==> src/rtl/core/ps2ma_pkg.sv <==
// Shared types and constants for the PS/2 mouse packet assembler.
// Used by ps2ma_decode and ps2_mouse_packet_assembler_unit; no dependencies.
`default_nettype none
package ps2ma_pkg;

    // Controller status bits.
    localparam int unsigned ReadyBit = 0;
    localparam int unsigned AuxBit   = 5;

    // Header byte bits of a mouse packet.
    localparam int unsigned StartBit = 3;
    localparam int unsigned XSignBit = 4;
    localparam int unsigned YSignBit = 5;
    localparam int unsigned XOvfBit  = 6;
    localparam int unsigned YOvfBit  = 7;

    // Register indexes of the configuration port.
    localparam logic CFG_WHEEL_MODE = 1'b0;
    localparam logic CFG_TIMEOUT_MS = 1'b1;

    localparam logic [7:0] TimeoutReset = 8'd50;
    localparam logic [7:0] ElapsedMax   = 8'hFF;

    // Request types on the input channel.
    localparam logic REQ_PAIR = 1'b0;
    localparam logic REQ_TICK = 1'b1;

    // Result kinds.
    localparam logic KIND_KEY   = 1'b0;
    localparam logic KIND_MOUSE = 1'b1;

    // Position of the next mouse byte within a packet.
    typedef enum logic [3:0] {
        PH_HEADER = 4'b0001,
        PH_X      = 4'b0010,
        PH_Y      = 4'b0100,
        PH_WHEEL  = 4'b1000
    } t_phase;

    // Decoded movement of one finished packet.
    typedef struct packed {
        logic signed [8:0] move_x;
        logic signed [9:0] move_y;
        logic signed [7:0] wheel;
    } t_packet;

endpackage
`default_nettype wire

==> src/rtl/core/ps2ma_decode.sv <==
// Packet decoder: turns header, X, Y and wheel bytes into signed movement.
// Depends on ps2ma_pkg for bit positions and the t_packet type.
`default_nettype none
module ps2ma_decode (
    input  wire logic [7:0]         i_header,
    input  wire logic [7:0]         i_x,
    input  wire logic [7:0]         i_y,
    input  wire logic [7:0]         i_fourth,
    input  wire logic               i_wheel_mode,
    output ps2ma_pkg::t_packet      o_packet
);

    logic       w_ovf;
    logic [8:0] w_ox;
    logic [9:0] w_oy;

    assign w_ovf = i_header[ps2ma_pkg::XOvfBit] | i_header[ps2ma_pkg::YOvfBit];

    // Sign extension comes from the header, not from the data bytes.
    assign w_ox = w_ovf ? 9'd0 : {i_header[ps2ma_pkg::XSignBit], i_x};
    assign w_oy = w_ovf ? 10'd0 : {{2{i_header[ps2ma_pkg::YSignBit]}}, i_y};

    assign o_packet.move_x = w_ox;
    assign o_packet.move_y = ~w_oy + 10'd1;
    assign o_packet.wheel  = i_wheel_mode ? i_fourth : 8'd0;

endmodule
`default_nettype wire

==> src/rtl/core/ps2_mouse_packet_assembler_unit.sv <==
// PS/2 mouse packet assembler.
// Throughput one word per cycle; the only stall is a full result register that is not taken.
// Each word passes an input register, one step of the packet state logic, and a result register.
// Reset (i_rst_n low, synchronous) empties both registers, clears the packet state and the
// millisecond counter, and sets wheel_mode to 0 and timeout_ms to 50.
// Depends on ps2ma_pkg and ps2ma_decode.
`default_nettype none
module ps2_mouse_packet_assembler_unit (
    input  wire logic               i_clk,
    input  wire logic               i_rst_n,
    // Configuration write port.
    input  wire logic               i_cfg_we,
    input  wire logic               i_cfg_idx,
    input  wire logic [7:0]         i_cfg_data,
    // Input channel.
    input  wire logic               i_valid,
    output logic                    o_ready,
    input  wire logic               i_req_type,
    input  wire logic [7:0]         i_status_byte,
    input  wire logic [7:0]         i_data_byte,
    // Result channel.
    output logic                    o_valid,
    input  wire logic               i_ready,
    output logic                    o_kind,
    output logic [7:0]              o_scan_code,
    output logic signed [8:0]       o_move_x,
    output logic signed [9:0]       o_move_y,
    output logic [7:0]              o_button_flags,
    output logic signed [7:0]       o_wheel
);

    // Configuration registers.
    logic       r_wheel_mode;
    logic [7:0] r_timeout_ms;

    // Input register: holds one word until the state logic takes it.
    logic       r_in_valid;
    logic       r_req_type;
    logic [7:0] r_status;
    logic [7:0] r_data;

    // Packet state.
    ps2ma_pkg::t_phase r_phase, n_phase;
    logic [7:0] r_header, n_header;
    logic [7:0] r_x, n_x;
    logic [7:0] r_y, n_y;
    logic [7:0] r_elapsed, n_elapsed;

    // Result register.
    logic              r_out_valid;
    logic              r_kind;
    logic [7:0]        r_scan;
    logic signed [8:0] r_move_x;
    logic signed [9:0] r_move_y;
    logic [7:0]        r_flags;
    logic signed [7:0] r_wheel;

    logic               w_adv;
    logic               w_emit;
    logic               w_emit_mouse;
    logic               w_mouse_byte;
    logic [7:0]         w_dec_y;
    ps2ma_pkg::t_packet w_packet;

    // The word in the input register moves on whenever the result register can take
    // whatever it produces. A new word enters as the held one leaves.
    assign w_adv   = r_in_valid && (!r_out_valid || i_ready);
    assign o_ready = !r_in_valid || w_adv;

    assign w_mouse_byte = (r_req_type == ps2ma_pkg::REQ_PAIR)
                       && r_status[ps2ma_pkg::ReadyBit] && r_status[ps2ma_pkg::AuxBit];

    // The third byte goes to the decoder directly when it closes a three-byte packet.
    assign w_dec_y = (r_phase == ps2ma_pkg::PH_WHEEL) ? r_y : r_data;

    ps2ma_decode u_decode (
        .i_header     (r_header),
        .i_x          (r_x),
        .i_y          (w_dec_y),
        .i_fourth     (r_data),
        .i_wheel_mode (r_wheel_mode),
        .o_packet     (w_packet)
    );

    // One step of the packet state for the word in the input register.
    always_comb begin
        ps2ma_pkg::t_phase v_phase;
        n_phase      = r_phase;
        n_header     = r_header;
        n_x          = r_x;
        n_y          = r_y;
        n_elapsed    = r_elapsed;
        w_emit       = 1'b0;
        w_emit_mouse = 1'b0;
        v_phase      = r_phase;
        if (r_req_type == ps2ma_pkg::REQ_TICK) begin
            if (r_elapsed != ps2ma_pkg::ElapsedMax) begin
                n_elapsed = r_elapsed + 8'd1;
            end
        end else if (r_status[ps2ma_pkg::ReadyBit]) begin
            if (!r_status[ps2ma_pkg::AuxBit]) begin
                // Keyboard byte passes through; mouse state is untouched.
                w_emit = 1'b1;
            end else begin
                // A packet in progress restarts when the gap ran past the timeout.
                if (r_phase != ps2ma_pkg::PH_HEADER && r_elapsed > r_timeout_ms) begin
                    v_phase = ps2ma_pkg::PH_HEADER;
                end
                n_elapsed = 8'd0;
                unique case (v_phase)
                    ps2ma_pkg::PH_HEADER: begin
                        n_header = r_data;
                        n_phase  = r_data[ps2ma_pkg::StartBit] ? ps2ma_pkg::PH_X
                                                               : ps2ma_pkg::PH_HEADER;
                    end
                    ps2ma_pkg::PH_X: begin
                        n_x     = r_data;
                        n_phase = ps2ma_pkg::PH_Y;
                    end
                    ps2ma_pkg::PH_Y: begin
                        n_y = r_data;
                        if (r_wheel_mode) begin
                            n_phase = ps2ma_pkg::PH_WHEEL;
                        end else begin
                            n_phase      = ps2ma_pkg::PH_HEADER;
                            w_emit       = 1'b1;
                            w_emit_mouse = 1'b1;
                        end
                    end
                    ps2ma_pkg::PH_WHEEL: begin
                        n_phase      = ps2ma_pkg::PH_HEADER;
                        w_emit       = 1'b1;
                        w_emit_mouse = 1'b1;
                    end
                    default: begin
                        n_phase = ps2ma_pkg::PH_HEADER;
                    end
                endcase
            end
        end
    end

    always_ff @(posedge i_clk) begin
        if (!i_rst_n) begin
            r_wheel_mode <= 1'b0;
            r_timeout_ms <= ps2ma_pkg::TimeoutReset;
        end else if (i_cfg_we) begin
            unique case (i_cfg_idx)
                ps2ma_pkg::CFG_WHEEL_MODE: r_wheel_mode <= i_cfg_data[0];
                ps2ma_pkg::CFG_TIMEOUT_MS: r_timeout_ms <= i_cfg_data;
                default: r_wheel_mode <= r_wheel_mode;
            endcase
        end
    end

    // Input register.
    always_ff @(posedge i_clk) begin
        if (!i_rst_n) begin
            r_in_valid <= 1'b0;
        end else if (o_ready) begin
            r_in_valid <= i_valid;
        end
    end

    always_ff @(posedge i_clk) begin
        if (i_valid && o_ready) begin
            r_req_type <= i_req_type;
            r_status   <= i_status_byte;
            r_data     <= i_data_byte;
        end
    end

    // Packet state advances only when the held word is consumed.
    always_ff @(posedge i_clk) begin
        if (!i_rst_n) begin
            r_phase   <= ps2ma_pkg::PH_HEADER;
            r_header  <= 8'd0;
            r_x       <= 8'd0;
            r_y       <= 8'd0;
            r_elapsed <= 8'd0;
        end else if (w_adv) begin
            r_phase   <= n_phase;
            r_header  <= n_header;
            r_x       <= n_x;
            r_y       <= n_y;
            r_elapsed <= n_elapsed;
        end
    end

    // Result register.
    always_ff @(posedge i_clk) begin
        if (!i_rst_n) begin
            r_out_valid <= 1'b0;
        end else if (w_adv && w_emit) begin
            r_out_valid <= 1'b1;
        end else if (i_ready) begin
            r_out_valid <= 1'b0;
        end
    end

    always_ff @(posedge i_clk) begin
        if (w_adv && w_emit) begin
            if (w_emit_mouse) begin
                r_kind   <= ps2ma_pkg::KIND_MOUSE;
                r_scan   <= 8'd0;
                r_move_x <= w_packet.move_x;
                r_move_y <= w_packet.move_y;
                r_flags  <= r_header;
                r_wheel  <= w_packet.wheel;
            end else begin
                r_kind   <= ps2ma_pkg::KIND_KEY;
                r_scan   <= r_data;
                r_move_x <= 9'sd0;
                r_move_y <= 10'sd0;
                r_flags  <= 8'd0;
                r_wheel  <= 8'sd0;
            end
        end
    end

    assign o_valid        = r_out_valid;
    assign o_kind         = r_kind;
    assign o_scan_code    = r_scan;
    assign o_move_x       = r_move_x;
    assign o_move_y       = r_move_y;
    assign o_button_flags = r_flags;
    assign o_wheel        = r_wheel;

    // A keyboard result carries only the scan byte.
    a_key_clean: assert property (@(posedge i_clk) disable iff (!i_rst_n)
        (o_valid && o_kind == ps2ma_pkg::KIND_KEY) |->
            (o_move_x == 9'sd0 && o_move_y == 10'sd0 && o_button_flags == 8'd0
             && o_wheel == 8'sd0))
        else $error("keyboard result carries mouse fields");

    // A mouse result with an overflow flag reports no X or Y movement.
    a_ovf_zero: assert property (@(posedge i_clk) disable iff (!i_rst_n)
        (o_valid && o_kind == ps2ma_pkg::KIND_MOUSE
         && (o_button_flags[ps2ma_pkg::XOvfBit] || o_button_flags[ps2ma_pkg::YOvfBit]))
            |-> (o_move_x == 9'sd0 && o_move_y == 10'sd0 && o_scan_code == 8'd0))
        else $error("overflowed packet reports movement");

    // Every consumed mouse byte restarts the gap counter.
    a_gap_clear: assert property (@(posedge i_clk) disable iff (!i_rst_n)
        (w_adv && w_mouse_byte) |=> (r_elapsed == 8'd0))
        else $error("gap counter not cleared by mouse byte");

    // A packet in progress never sits in a phase beyond the header without a start header.
    a_start_hdr: assert property (@(posedge i_clk) disable iff (!i_rst_n)
        (r_phase != ps2ma_pkg::PH_HEADER) |-> r_header[ps2ma_pkg::StartBit])
        else $error("packet in progress without start bit in header");

endmodule
`default_nettype wire
==> config.mk <==
export PLATFORM = sky130hd
export DESIGN_NAME = ps2_mouse_packet_assembler_unit
export DESIGN_NICKNAME = d
export VERILOG_FILES = /design/src/rtl/core/ps2ma_pkg.sv /design/src/rtl/core/ps2ma_decode.sv /design/src/rtl/core/ps2_mouse_packet_assembler_unit.sv
export SDC_FILE = /design/constraint.sdc
export NUM_CORES = 1
export LEC_CHECK = 0
export BUFFER_PORTS_ARGS = -buffer_cell sky130_fd_sc_hd__buf_2
export CAP_MARGIN = 20
export CORE_MARGIN = 1
export CORE_UTILIZATION = 50
export DETAILED_ROUTE_END_ITERATION = 16
export GPL_ROUTABILITY_DRIVEN = 1
export PLACE_DENSITY = 0.83
export SYNTH_ARGS = -nofsm -noshare
export SYNTH_HDL_FRONTEND = slang
export SYNTH_SLANG_ARGS = --single-unit
==> constraint.sdc <==
create_clock -name i_clk -period 7.73 [get_ports i_clk]
set_clock_uncertainty 0.05 [all_clocks]
set_input_delay 1.546 -clock i_clk [delete_from_list [all_inputs] [get_ports i_clk]]
set_output_delay 1.546 -clock i_clk [all_outputs]
set_load 0.02 [all_outputs]
# Yosys cells after proc, flatten, opt, wreduce, memory -nomap -nowiden
# Index checks and enable logic that the tools add are counted.
[classes]
n_addsub = 2
n_lt_le_gt_ge = 1
n_eq_ne = 8
n_mux = 24
bitwise_logic = 5
reduce_logical = 20
[ops]
columns = ["cell", "count"]
rows = [
  ["$mux W8", 5],
  ["$mux W4", 5],
  ["$reduce_and A5 Y1", 3],
  ["$pmux W4 S3", 1],
  ["$add A10 B1 Y10 const B", 1],
  ["$mux W1", 10],
  ["$mux W10", 1],
  ["$not A10 Y10", 1],
  ["$add A8 B1 Y8 const B", 1],
  ["$eq A4 B4 Y1 const B", 2],
  ["$gt A8 B8 Y1", 1],
  ["$ne A8 B8 Y1 const B", 1],
  ["$reduce_and A4 Y1", 2],
  ["$reduce_and A2 Y1", 3],
  ["$reduce_bool A2 Y1", 3],
  ["$eq A4 B1 Y1 const B", 1],
  ["$eq A4 B2 Y1 const B", 1],
  ["$eq A4 B3 Y1 const B", 1],
  ["$logic_and A1 B1 Y1", 4],
  ["$ne A4 B1 Y1 const B", 1],
  ["$not A1 Y1", 3],
  ["$logic_not A1 Y1", 2],
  ["$logic_or A1 B1 Y1", 2],
  ["$mux W2", 1],
  ["other kinds (4)", 4],
]
[word_totals]
register_bits = 106
in_bits = 31
output_inout_bits = 46
word_cells = 78

# Logic depth before layout (Yosys ltp)
# Gate-level depths: netlist (run 1).
[depth]
ltp_word = 13
depth_mapped = 11
ltp_nobuf = 9

# Cells and area by module
# A second synthesis (run 1) with hierarchy kept.
[hier_totals]
cells_unflattened = 401
area_unflattened_um2 = 4559.4
[by_module_without_submodules]
columns = ["mod", "instances", "cells_per_inst", "area_each_um2", "seq_area_each_um2"]
rows = [
  ["ps2_mouse_packet_assembler_unit", 1, 346, 4202.8, 2592.5],
  ["ps2ma_decode", 1, 55, 356.6, 0.0],
]

# Worst setup path before layout (run 1)
# Ideal clock, no wire load.
[synth_path]
path_type = "input to register"
start = "input i_ready"
end = "register r_flags[0], in the netlist o_button_flags[0], enable pin"
setup_ns = 0.570
t_arrival_ns = 6.465
required_time_ns = 7.110
setup_slack_ns = 0.644
cell_stages = 4
n_path_buf = 1
path_cell_list = "nor2b_1 > clkbuf_1 > nand2b_1 > nor4b_1"
[synth_via]
elab_chain_len = 3
[synth_rtl]
columns = ["element", "line", "rtl"]
rows = [
  ["start: declaration", "ps2_mouse_packet_assembler_unit.sv:23", "input wire logic i_ready,"],
  ["$logic_or A1 B1 Y1", "ps2_mouse_packet_assembler_unit.sv:67", "assign w_adv = r_in_valid && (!r_out_valid || i_ready);"],
  ["$logic_and A1 B1 Y1", "ps2_mouse_packet_assembler_unit.sv:67", ""],
  ["$logic_and A1 B1 Y1", "ps2_mouse_packet_assembler_unit.sv:202", "if (w_adv && w_emit) begin"],
  ["end signal: assignment", "ps2_mouse_packet_assembler_unit.sv:208", "r_flags <= r_header;"],
  ["end: declaration", "ps2_mouse_packet_assembler_unit.sv:55", "logic [7:0] r_flags;"],
]
# Every way passes these cells.
# A chain may end at the register's enable or synchronous reset.

# Worst setup path in the final report (run 1)
[layout_path]
start = "input i_ready"
end = "output o_ready"
[layout_via]
elab_chain_len = 3
[layout_rtl]
columns = ["element", "line", "rtl"]
rows = [
  ["$logic_or A1 B1 Y1", "ps2_mouse_packet_assembler_unit.sv:67", ""],
  ["$logic_and A1 B1 Y1", "ps2_mouse_packet_assembler_unit.sv:67", ""],
  ["$logic_or A1 B1 Y1", "ps2_mouse_packet_assembler_unit.sv:68", "assign o_ready = !r_in_valid || w_adv;"],
  ["end: declaration", "ps2_mouse_packet_assembler_unit.sv:17", "output logic o_ready,"],
]
# Every way passes these cells.

==> flow_summary_export.csv, run 1 <==
group,metric,value,unit
die,die_x,96.40,um
die,core_area,8678,um^2
routing,drtIter0Drc,143,
cells_and_area,final_cell_mix,"nand2_1 (73), buf_2 (70), edfxtp_1 (55)",
critical_path,worstSetupStartpointType,"input pin",
synth,yosysWarnings,0,
cts,cts_resized,0,
timing,fmaxAchievable,252.9,MHz
synth,synth-seq-cells,102,
power_and_ir_drop,powerDensity,188.3,nW/um^2
grt,grt-ovfl-total,0,
status,status,"finished with violations",
die,top_level_ports,77,
cts,path_clk_slew,0.09,ns
status,violations,"design-rule violations",
cts,cts_buffer_depth,2,
hold_path,hold_path_class,"flop to flop",
grt,antenna_found_initial,0,
cts,cts_max_level,3,
synth,synth_edf_count,55,
cells_and_area,n_antenna_cell,0,
synth,synth_top_cell_area_share,37.07,%
cells_and_area,final_cell_area,5042,um^2
timing,finalCriticalPeriod,3.954,ns
critical_path,path_class,"input pin to output port",
cells_and_area,drive_gt1_share,19.75,%
placement,gp_congestion,0.8471,
synth,syn_inst,408,
timing,setup_viol,0,
routing,routedWlPerCell,14.79,um
grt,grt_pass1_wl,13930,um
synth,synth_area_leaders,"edfxtp_1 (37%), dfxtp_1 (21%), nand2_1 (6.1%)",
hold_path,whs_path_depth,2,
routing,route.detailed.drc,1,
routing,drt_pass1_iterations,10,
grt,grt_max_degree,52,
power_and_ir_drop,ir_worst_vdd,0.00007787,V
synth,synth_area,4456,um^2
cts,post_cts_buffers,0,
synth,synth_top_cell_by_area,"edfxtp_1",
grt,grt_pass1_vias,3059,
timing,tightest_slew,1.028,ns
routing,viasPerCell,5.502,
synth,ys_async_sr_fraction,0,%
placement,placed_area,4858,um^2
cts,cts_tree,"done",
cells_and_area,final_common_cell,"nand2_1",
die,dieArea,9293,um^2
power_and_ir_drop,power_leakage,2.193,nW
cts,cts_hold_buf,0,
cts,cts.sinks,102,
timing,fin_ws,3.776,ns
timing,rsz0062_at_grt,"no",
timing,hold_viol,0,
cells_and_area,syn_to_final_growth,13.17,%
synth,syn_nets,449,
placement,dpl.hpwl,6081,um
critical_path,cp-end-kind,"output port",
cts,cts-root-buf,"clkbuf_8",
grt,track_usage,19.67,%
cts,cts_made_buffers,9,
run,max-cap-violations,0,
timing,tns,0,ns
synth,syn_area_per_cell,10.92,um^2
cts,clk_latency,0.36,ns
critical_path,arrival,2.36,ns
routing,antenna_left,0,
timing,period_share,51.15,%
placement,numPortBuffers,70,
routing,routed_wirelength,8640,um
cells_and_area,fin_util,58.10,%
routing,num_vias,3213,
die,die_h,96.40,um
synth,synthDistinctLibCells,48,
synth,synthFlopType,"edfxtp_1",
critical_path,r2r_cells,8,
timing,drv_slew,0,
critical_path,cp_max_fo,7,
synth,yosysSeqAreaShare,58.19,%
placement,dp_slack,3.809,ns
timing,slew_headroom,31.21,%
cells_and_area,nets,512,
die,start_util,51.34,%
critical_path,required,6.13,ns
die,row_count,34,
per-stage QoR:
stage | power [W] | std cells | hold slack (ns)
2_1_floorplan | 0.0006326 | 408 | 0.3803
3_3_place_gp | 0.0006480 | 568 | 0.3909
3_5_place_dp | 0.0006510 | 568 | 0.3977
4_1_cts | 0.0009571 | 584 | 0.4116
5_1_grt | 0.0009874 | 584 | 0.4373
6_report | 0.0009495 | 584 | 0.4087
cell families (layout without fill, tap and decap cells):
group	after synthesis	in the layout	share of synthesized area, %
simple gates	179	179	20.44
fa+ha+maj	10	10	2.808
flops	102	102	58.19
mux	27	27	6.066
buf+inv	33	101	3.426
xor+xnor	11	11	2.162
compound gates	46	46	6.908
per-layer routing:
metal	global-route usage [%]	share of wire, %	vias to the layer above
li1	-	-	1572
met1	23.25	41	1532
met2	34.28	52	95
met3	4.382	5.4	14
met4	8.701	1.6	0
met5	0	0	-
power breakdown:
group	switching, W	internal (W)
Sequential	0.0000101	0.000577
Clock	0.000187	0.000123
Combinational	0.0000308	0.0000207
critical path: stages:
cell and delay (ns):
buf_2 0.10, nor2b_1 0.39, nand2_1 0.14, buf_2 0.18
final cells by class:
class / instances / area, um^2
Fill cell: 738 / 3636
Sequential cell: 102 / 2592
Multi-Input combinational cell: 273 / 1717
Timing Repair Buffer: 72 / 365.4
Tap cell: 108 / 135.1
Clock buffer: 10 / 127.6
Clock inverter: 6 / 56.30
Inverter: 13 / 48.80
state kept, by name, indices dropped and copies added (netlist names), 2 cells and up:
signal and flops:
r_y 8, o_button_flags 8, o_scan_code 8, r_x 8, r_status 2, r_phase 4, o_move_x 9, o_move_y 10
r_header 8, r_timeout_ms 8, r_data 8, r_elapsed 8, o_wheel 8
path summary, 6_finish.rpt:
path	start	end	slack, ns
setup reg to reg	r_elapsed[1]$_SDFFE_PN0P_	o_move_x[6]$_SDFFCE_PP0P_	4.75
setup / recovery	i_ready	o_ready	3.78
hold reg to reg	r_x[7]$_SDFFE_PN0P_	r_x[7]$_SDFFE_PN0P_	0.41
hold / removal	r_x[7]$_SDFFE_PN0P_	r_x[7]$_SDFFE_PN0P_	0.41
synthesized netlist by cell type (4+ instances only):
master,count
edfxtp_1,55
mux2i_1,27
a21oi_1,13
o211ai_1,4
nor2_1,21
clkbuf_1,14
inv_1,13
dfxtp_1,47
a21boi_0,6
nor3_1,11
and3_1,20
xor2_1,6
nor2b_1,6
and2_1,20
ha_1,10
xnor2_1,5
nand2_1,73
nand4_1,5
Note: power is estimated with default switching activity, not from simulation.
==> run 2: changes to the inputs <==
Settings changed: ABC_AREA set to 1, PLACE_DENSITY 0.83 to 0.86.
Clock period 7.73 ns to 3.3 ns, I/O delays scaled along.
==> run 2 against run 1 <==
- the flow now finishes without violations
- total power increased by 140%
- routed wire length decreased by 0.44%
- cell area shrank 2.0%
- global-route usage rose by 1.0 points
- clock-buffer cell count increased by 1
- sequential power increased by 130%
- worst hold slack worse by 0.00058 ns
- non-clock buffer count is the same
- core utilization grew 1.5 points
- clock power is 150% higher
- first-iteration DRC count decreased by 5.6%
==> flow_summary_export.csv, run 2 <==
group,metric,value,unit
status,status,"finished, final reports clean",
cts,post_cts_buffers,0,
cells_and_area,final_common_cell,"buf_2",
synth,yosysWarnings,0,
routing,routedWlPerCell,13.53,um
grt,grt_pass1_vias,3025,
cells_and_area,nets,567,
grt,grt_pass1_wl,13970,um
hold_path,whs_path_depth,2,
critical_path,r2r_cells,11,
grt,grt-ovfl-total,0,
cts,cts_max_level,3,
timing,hold_viol,0,
synth,syn_inst,452,
synth,synth_top_cell_by_area,"edfxtp_1",
routing,drt_pass1_iterations,5,
routing,antenna_left,0,
cts,cts_made_buffers,9,
grt,antenna_found_initial,0,
synth,synth_most_common_cell,"nand2_1",
routing,num_vias,3269,
synth,syn_nets,493,
timing,rsz0062_at_grt,"no",
critical_path,worstSetupStartpointType,"flop",
placement,dpl.hpwl,6099,um
power_and_ir_drop,internal-power,0.001761,W
routing,route.detailed.drc,0,
power_and_ir_drop,power,0.002293,W
routing,drtIter0Drc,135,
cells_and_area,syn_to_final_growth,14.42,%
synth,yosysSeqAreaShare,60.01,%
timing,drv_slew,0,
synth,synth_area,4320,um^2
power_and_ir_drop,p_sw_share,23.17,%
cells_and_area,drive_gt1_share,21.66,%
routing,viasPerCell,5.140,
timing,hold_slack,0.4081,ns
cts,cts_resized,0,
hold_path,hold_path_class,"flop to flop",
grt,grt_max_degree,45,
cts,path_clk_slew,0.09,ns
timing,tns,0,ns
grt,track_usage,20.67,%
die,core_area,8299,um^2
synth,synthDistinctLibCells,36,
timing,slew_headroom,63.83,%
cts,clk_latency,0.37,ns
power_and_ir_drop,comb_power_share,6.5,%
synth,synth_area_leaders,"edfxtp_1 (38%), dfxtp_1 (22%), nand2_1 (6.0%)",
critical_path,cp_max_fo,44,
timing,setup_viol,0,
power_and_ir_drop,power_leakage,1.994,nW
die,row_count,33,
synth,synth_edf_count,55,
die,die_x,94.96,um
routing,routed_wirelength,8602,um
timing,fmaxAchievable,421.3,MHz
critical_path,arrival,2.33,ns
cts,cts.sinks,102,
die,dieArea,9016,um^2
power_and_ir_drop,powerDensity,463.8,nW/um^2
critical_path,required,3.26,ns
critical_path,cp-end-kind,"flop",
synth,ys_top_cells_by_count,"nand2_1 (69), nor2_1 (62), inv_1 (60), edfxtp_1 (55), a21oi_1 (50)",
placement,numPortBuffers,70,
cells_and_area,n_antenna_cell,0,
cts,cts-root-buf,"clkbuf_8",
cells_and_area,final_cell_mix,"buf_2 (70), nand2_1 (69), nor2_1 (62)",
power_and_ir_drop,p_seq_share,59.8,%
synth,synth_top_cell_area_share,38.23,%
die,start_util,52.06,%
timing,finalCriticalPeriod,2.374,ns
power_and_ir_drop,p_switching,0.0005313,W
synth,syn_area_per_cell,9.558,um^2
cts,cts_buffer_depth,2,
die,top_level_ports,77,
critical_path,path_class,"flop to flop",
placement,gp_congestion,0.8137,
cts,cts_tree,"done",
synth,synth-seq-cells,102,
power_and_ir_drop,ir_worst_vdd,0.0001821,V
die,die_h,94.96,um
run,max-cap-violations,0,
synth,synthFlopType,"edfxtp_1",
power_and_ir_drop,clock_power_share,33.7,%
cts,cts_hold_buf,0,
synth,ys_async_sr_fraction,0,%
timing,period_share,71.93,%
cells_and_area,largest_reg_flops,10,
timing,tightest_slew,0.5426,ns
==> run 2: cell types whose count changed after synthesis, moves of 7 or more <==
| cell | previous run | this run |
|---|---|---|
| nor3_1 | 11 | 3 |
| nor2_1 | 21 | 62 |
| mux2i_1 | 27 | 0 |
| and3_1 | 20 | 0 |
| a21oi_1 | 13 | 50 |
| and2_1 | 20 | 0 |
| o21ai_1 | 0 | 7 |
| inv_1 | 13 | 60 |
| o21ai_0 | 3 | 28 |
| clkbuf_1 | 14 | 3 |
==> run 2: worst max-delay path, cell delays in order, from the launching register on <==
cell and delay (ns):
dfxtp_1 0.33, inv_1 0.06, ha_1 0.31, a21o_1 0.18
nor2_1 0.09, nand2_1 0.07, nand2_2 0.12, nand3_2 0.12
nand3_1 0.09, nand2_1 0.08, inv_1 0.06, buf_4 0.45
==> run 2: cell families after synthesis <==
family                     after synthesis  share of synthesized area, %
AOI/OAI and AO/OA                       96                         12.19
xor gates and xnor gates                 3                        0.6083
adders and majority gates               10                         2.896
buffers and inverters                   76                         7.327
DFF                                    102                         60.01
and+or+nand+nor                        165                         16.97
==> run 2: power by group through the flow <==
stage,clock network [W],registers [W],logic (W)
3_3_place_gp,0,0.00140,0.000142
6_report,0.000773,0.00137,0.000149
3_5_place_dp,0,0.00140,0.000147
5_1_grt,0.000830,0.00137,0.000170
2_1_floorplan,0,0.00140,0.0000926
4_1_cts,0.000786,0.00137,0.000149
==> run 2: final cells by class <==
| type | count | area [um^2] |
|---|---|---|
| inverter | 67 | 254.0 |
| timing repair buffer | 72 | 365.4 |
| tap | 105 | 131.4 |
| multi-input combinational | 274 | 1411 |
| clock inverter | 5 | 57.56 |
| sequential | 102 | 2592 |
| fill | 693 | 3356 |
| clock buffer | 11 | 131.4 |
==> run 2: layer usage <==
layer,wire (um),up-vias,track usage [%]
met3,610,19,4.750
li1,-,1631,-
met2,4315,131,35.13
met1,3490,1488,25.21
met5,0,-,0
met4,185,0,8.586
==> run 2: through the flow <==
| stage | worst slack, ns | util [%] | instances | area (um^2) |
|---|---|---|---|---|
| global route | 0.7643 | 59.57 | 636 | 4943 |
| finish | 0.9265 | 59.57 | 636 | 4943 |
| floorplan | 0.7218 | - | 452 | 4320 |
| CTS | 0.9071 | 59.57 | 636 | 4943 |
| global placement | 1.005 | 57.29 | 620 | 4755 |
| detailed placement | 0.9296 | 57.29 | 620 | 4755 |
==> run 2: path summary, 6_finish.rpt <==
check,startpoint,to,slack [ns]
max,r_timeout_ms[7]$_SDFFE_PN0P_,o_scan_code[7]$_SDFFCE_PN0P_,0.93
max reg2reg,r_timeout_ms[7]$_SDFFE_PN0P_,o_scan_code[7]$_SDFFCE_PN0P_,0.93
min,r_x[0]$_SDFFE_PN0P_,r_x[0]$_SDFFE_PN0P_,0.41
min reg2reg,r_x[0]$_SDFFE_PN0P_,r_x[0]$_SDFFE_PN0P_,0.41
==> run 3: changes to the inputs <==
Settings changed: ABC_AREA 1 to 0.
Clock period 3.3 ns to 1.9 ns, I/O delays scaled along.
==> run 3 against run 2 <==
- the flow now finishes with violations (negative setup slack)
- cell area rose by 25%
- final cell count increased by 4.1%
- fmax increased by 2.6%
- register-to-register slack got worse by 1.3 ns
- total power up 78%
- critical path depth decreased by 1
- first-iteration DRC count increased by 110%
- critical endpoint is now o_scan_code[3]$_SDFFCE_PN0P_
- non-clock buffer count up 75
- worst setup slack got worse by 1.3 ns
==> flow_summary_export.csv, run 3 (synthesized netlist as in run 1, its figures left out) <==
group,metric,value,unit
cts,cts.sinks,102,
timing,slew_headroom,66.42,%
routing,viasPerCell,5.639,
critical_path,arrival,2.37,ns
routing,routed_wirelength,12020,um
hold_path,worstHoldStart,"i_data_byte[5]",
placement,numPortBuffers,70,
timing,tns,-27.01,ns
timing,drv_slew,0,
grt,grt_pass1_wl,17510,um
grt,track_usage,25.59,%
cells_and_area,drive_gt1_share,42.42,%
critical_path,rr_startpoint,"r_elapsed[1]$_SDFFE_PN0P_",
critical_path,cp-end-kind,"flop",
power_and_ir_drop,power_leakage,2.693,nW
grt,grt-ovfl-total,0,
cts,path_clk_slew,0.11,ns
cts,cts_made_buffers,9,
timing,tightest_slew,0.5036,ns
grt,grt_max_degree,20,
power_and_ir_drop,power,0.004087,W
die,row_count,34,
die,start_util,51.34,%
placement,placed_area,5331,um^2
timing,fin_ws,-0.4130,ns
routing,dr_wl_met2,6139,um
placement,gp_congestion,0.9036,
status,violations,"negative setup slack",
cts,cts_hold_buf,0,
power_and_ir_drop,powerDensity,659.4,nW/um^2
die,core_area,8678,um^2
routing,drtIter0Drc,277,
timing,setup_viol,116,
cells_and_area,nets,590,
routing,num_vias,3733,
power_and_ir_drop,ir_worst_vdd,0.0004101,V
cells_and_area,n_antenna_cell,0,
timing,period_share,121.7,%
routing,route.detailed.drc,0,
cells_and_area,largest_reg_flops,10,
cells_and_area,final_cell_area,6198,um^2
placement,dpl.hpwl,6991,um
die,dieArea,9293,um^2
routing,antenna_left,0,
cells_and_area,fill_cells,568,
cts,cts_buffer_depth,2,
cells_and_area,multiInputGateArea,2047,um^2
cts,cts_tree,"done",
timing,fmaxAchievable,432.3,MHz
cts,clk_latency,0.38,ns
critical_path,required,1.95,ns
routing,drt_pass1_iterations,5,
timing,hold_slack,0.1144,ns
cells_and_area,final_cell_mix,"buf_2 (70), nand2_1 (68), edfxtp_1 (55)",
die,die_x,96.40,um
critical_path,crit_start,"r_elapsed[1]$_SDFFE_PN0P_",
cells_and_area,syn_to_final_growth,39.12,%
die,top_level_ports,77,
run,max-cap-violations,0,
routing,top_layer,"met4",
routing,routedWlPerCell,18.15,um
critical_path,path_class,"flop to flop",
cells_and_area,fin_util,71.42,%
timing,rsz0062_at_grt,"yes",
critical_path,cp_max_fo,8,
cells_and_area,seqCellArea,2606,um^2
critical_path,worstSetupStartpointType,"flop",
status,status,"finished with violations",
die,die_h,96.40,um
cts,cts-root-buf,"clkbuf_8",
cts,cts_max_level,3,
routing,met3_length,778,um
hold_path,hold_path_class,"input pin to flop",
cells_and_area,final_common_cell,"buf_2",
timing,finalCriticalPeriod,2.313,ns
routing,wl_met1,4445,um
grt,antenna_found_initial,0,
grt,grt_pass1_vias,3632,
timing,hold_viol,0,
## run 3: cell types whose count changed in the layout (fill, tap and decap cells not counted), moves of 11 or more
cell | previous run | this run
dfxtp_1 | 47 | 36
buf_6 | 0 | 19
buf_4 | 2 | 48
and3_1 | 0 | 19
nor2_1 | 62 | 18
o21ai_0 | 28 | 3
and2_1 | 0 | 12
inv_1 | 60 | 9
mux2i_1 | 0 | 25
dfxtp_2 | 0 | 11
a21oi_1 | 50 | 9
## run 3: area by class of cell
class	instances	share of cell area, %
sequential	102	42.05
timing repair buffer	147	18.31
tap	108	2.180
timing repair inverter	3	0.4643
clock inverter	7	1.070
inverter	13	0.9084
multi-input combinational	273	33.02
clock buffer	9	1.998
## run 3: path summary, 6_finish.rpt
path	to	slack, ns	depth (start not counted)
setup / recovery	o_scan_code[3]$_SDFFCE_PN0P_	-0.41	10
hold / removal	r_data[5]$_DFFE_PP_	0.11	1
setup reg to reg	o_scan_code[3]$_SDFFCE_PN0P_	-0.41	10
hold reg to reg	r_header[3]$_SDFFE_PN0P_	0.42	2
## run 3: critical path, cell delays in order (launching register included)
cell and delay (ns):
dfxtp_2 0.35, ha_4 0.24, nor2b_4 0.12, o211ai_1 0.18, a21oi_2 0.10, a21oi_2 0.16, a31oi_2 0.15, nor4b_4 0.24
buf_6 0.21, buf_6 0.12, clkbuf_16 0.13
## run 3: what timing repair did
action	4_1_cts	5_1_grt
cloned	8	3
gates resized for setup	64	38
pin swaps	14	11
setup buffers	16	6
endpoints found under the setup margin	111	116
## run 3: report_power, final
part	switching (W)	internal, W
registers	0.0000307	0.00235
clock network	0.000837	0.000506
logic	0.000195	0.000169
## run 3: stage by stage
| step | std cells | setup slack, ns |
|---|---|---|
| final | 662 | -0.4130 |
| after global routing | 662 | -0.5159 |
| after CTS | 656 | -0.3515 |
| after detailed placement | 616 | -0.3524 |
| after global placement | 616 | -0.3032 |
| after floorplan | 408 | -1.402 |
## run 3: metal layers
layer,global-route usage [%],vias up
met1,27.39,1757
met4,13.11,0
met3,7.433,55
li1,-,1730
met2,45.74,191
met5,0,-
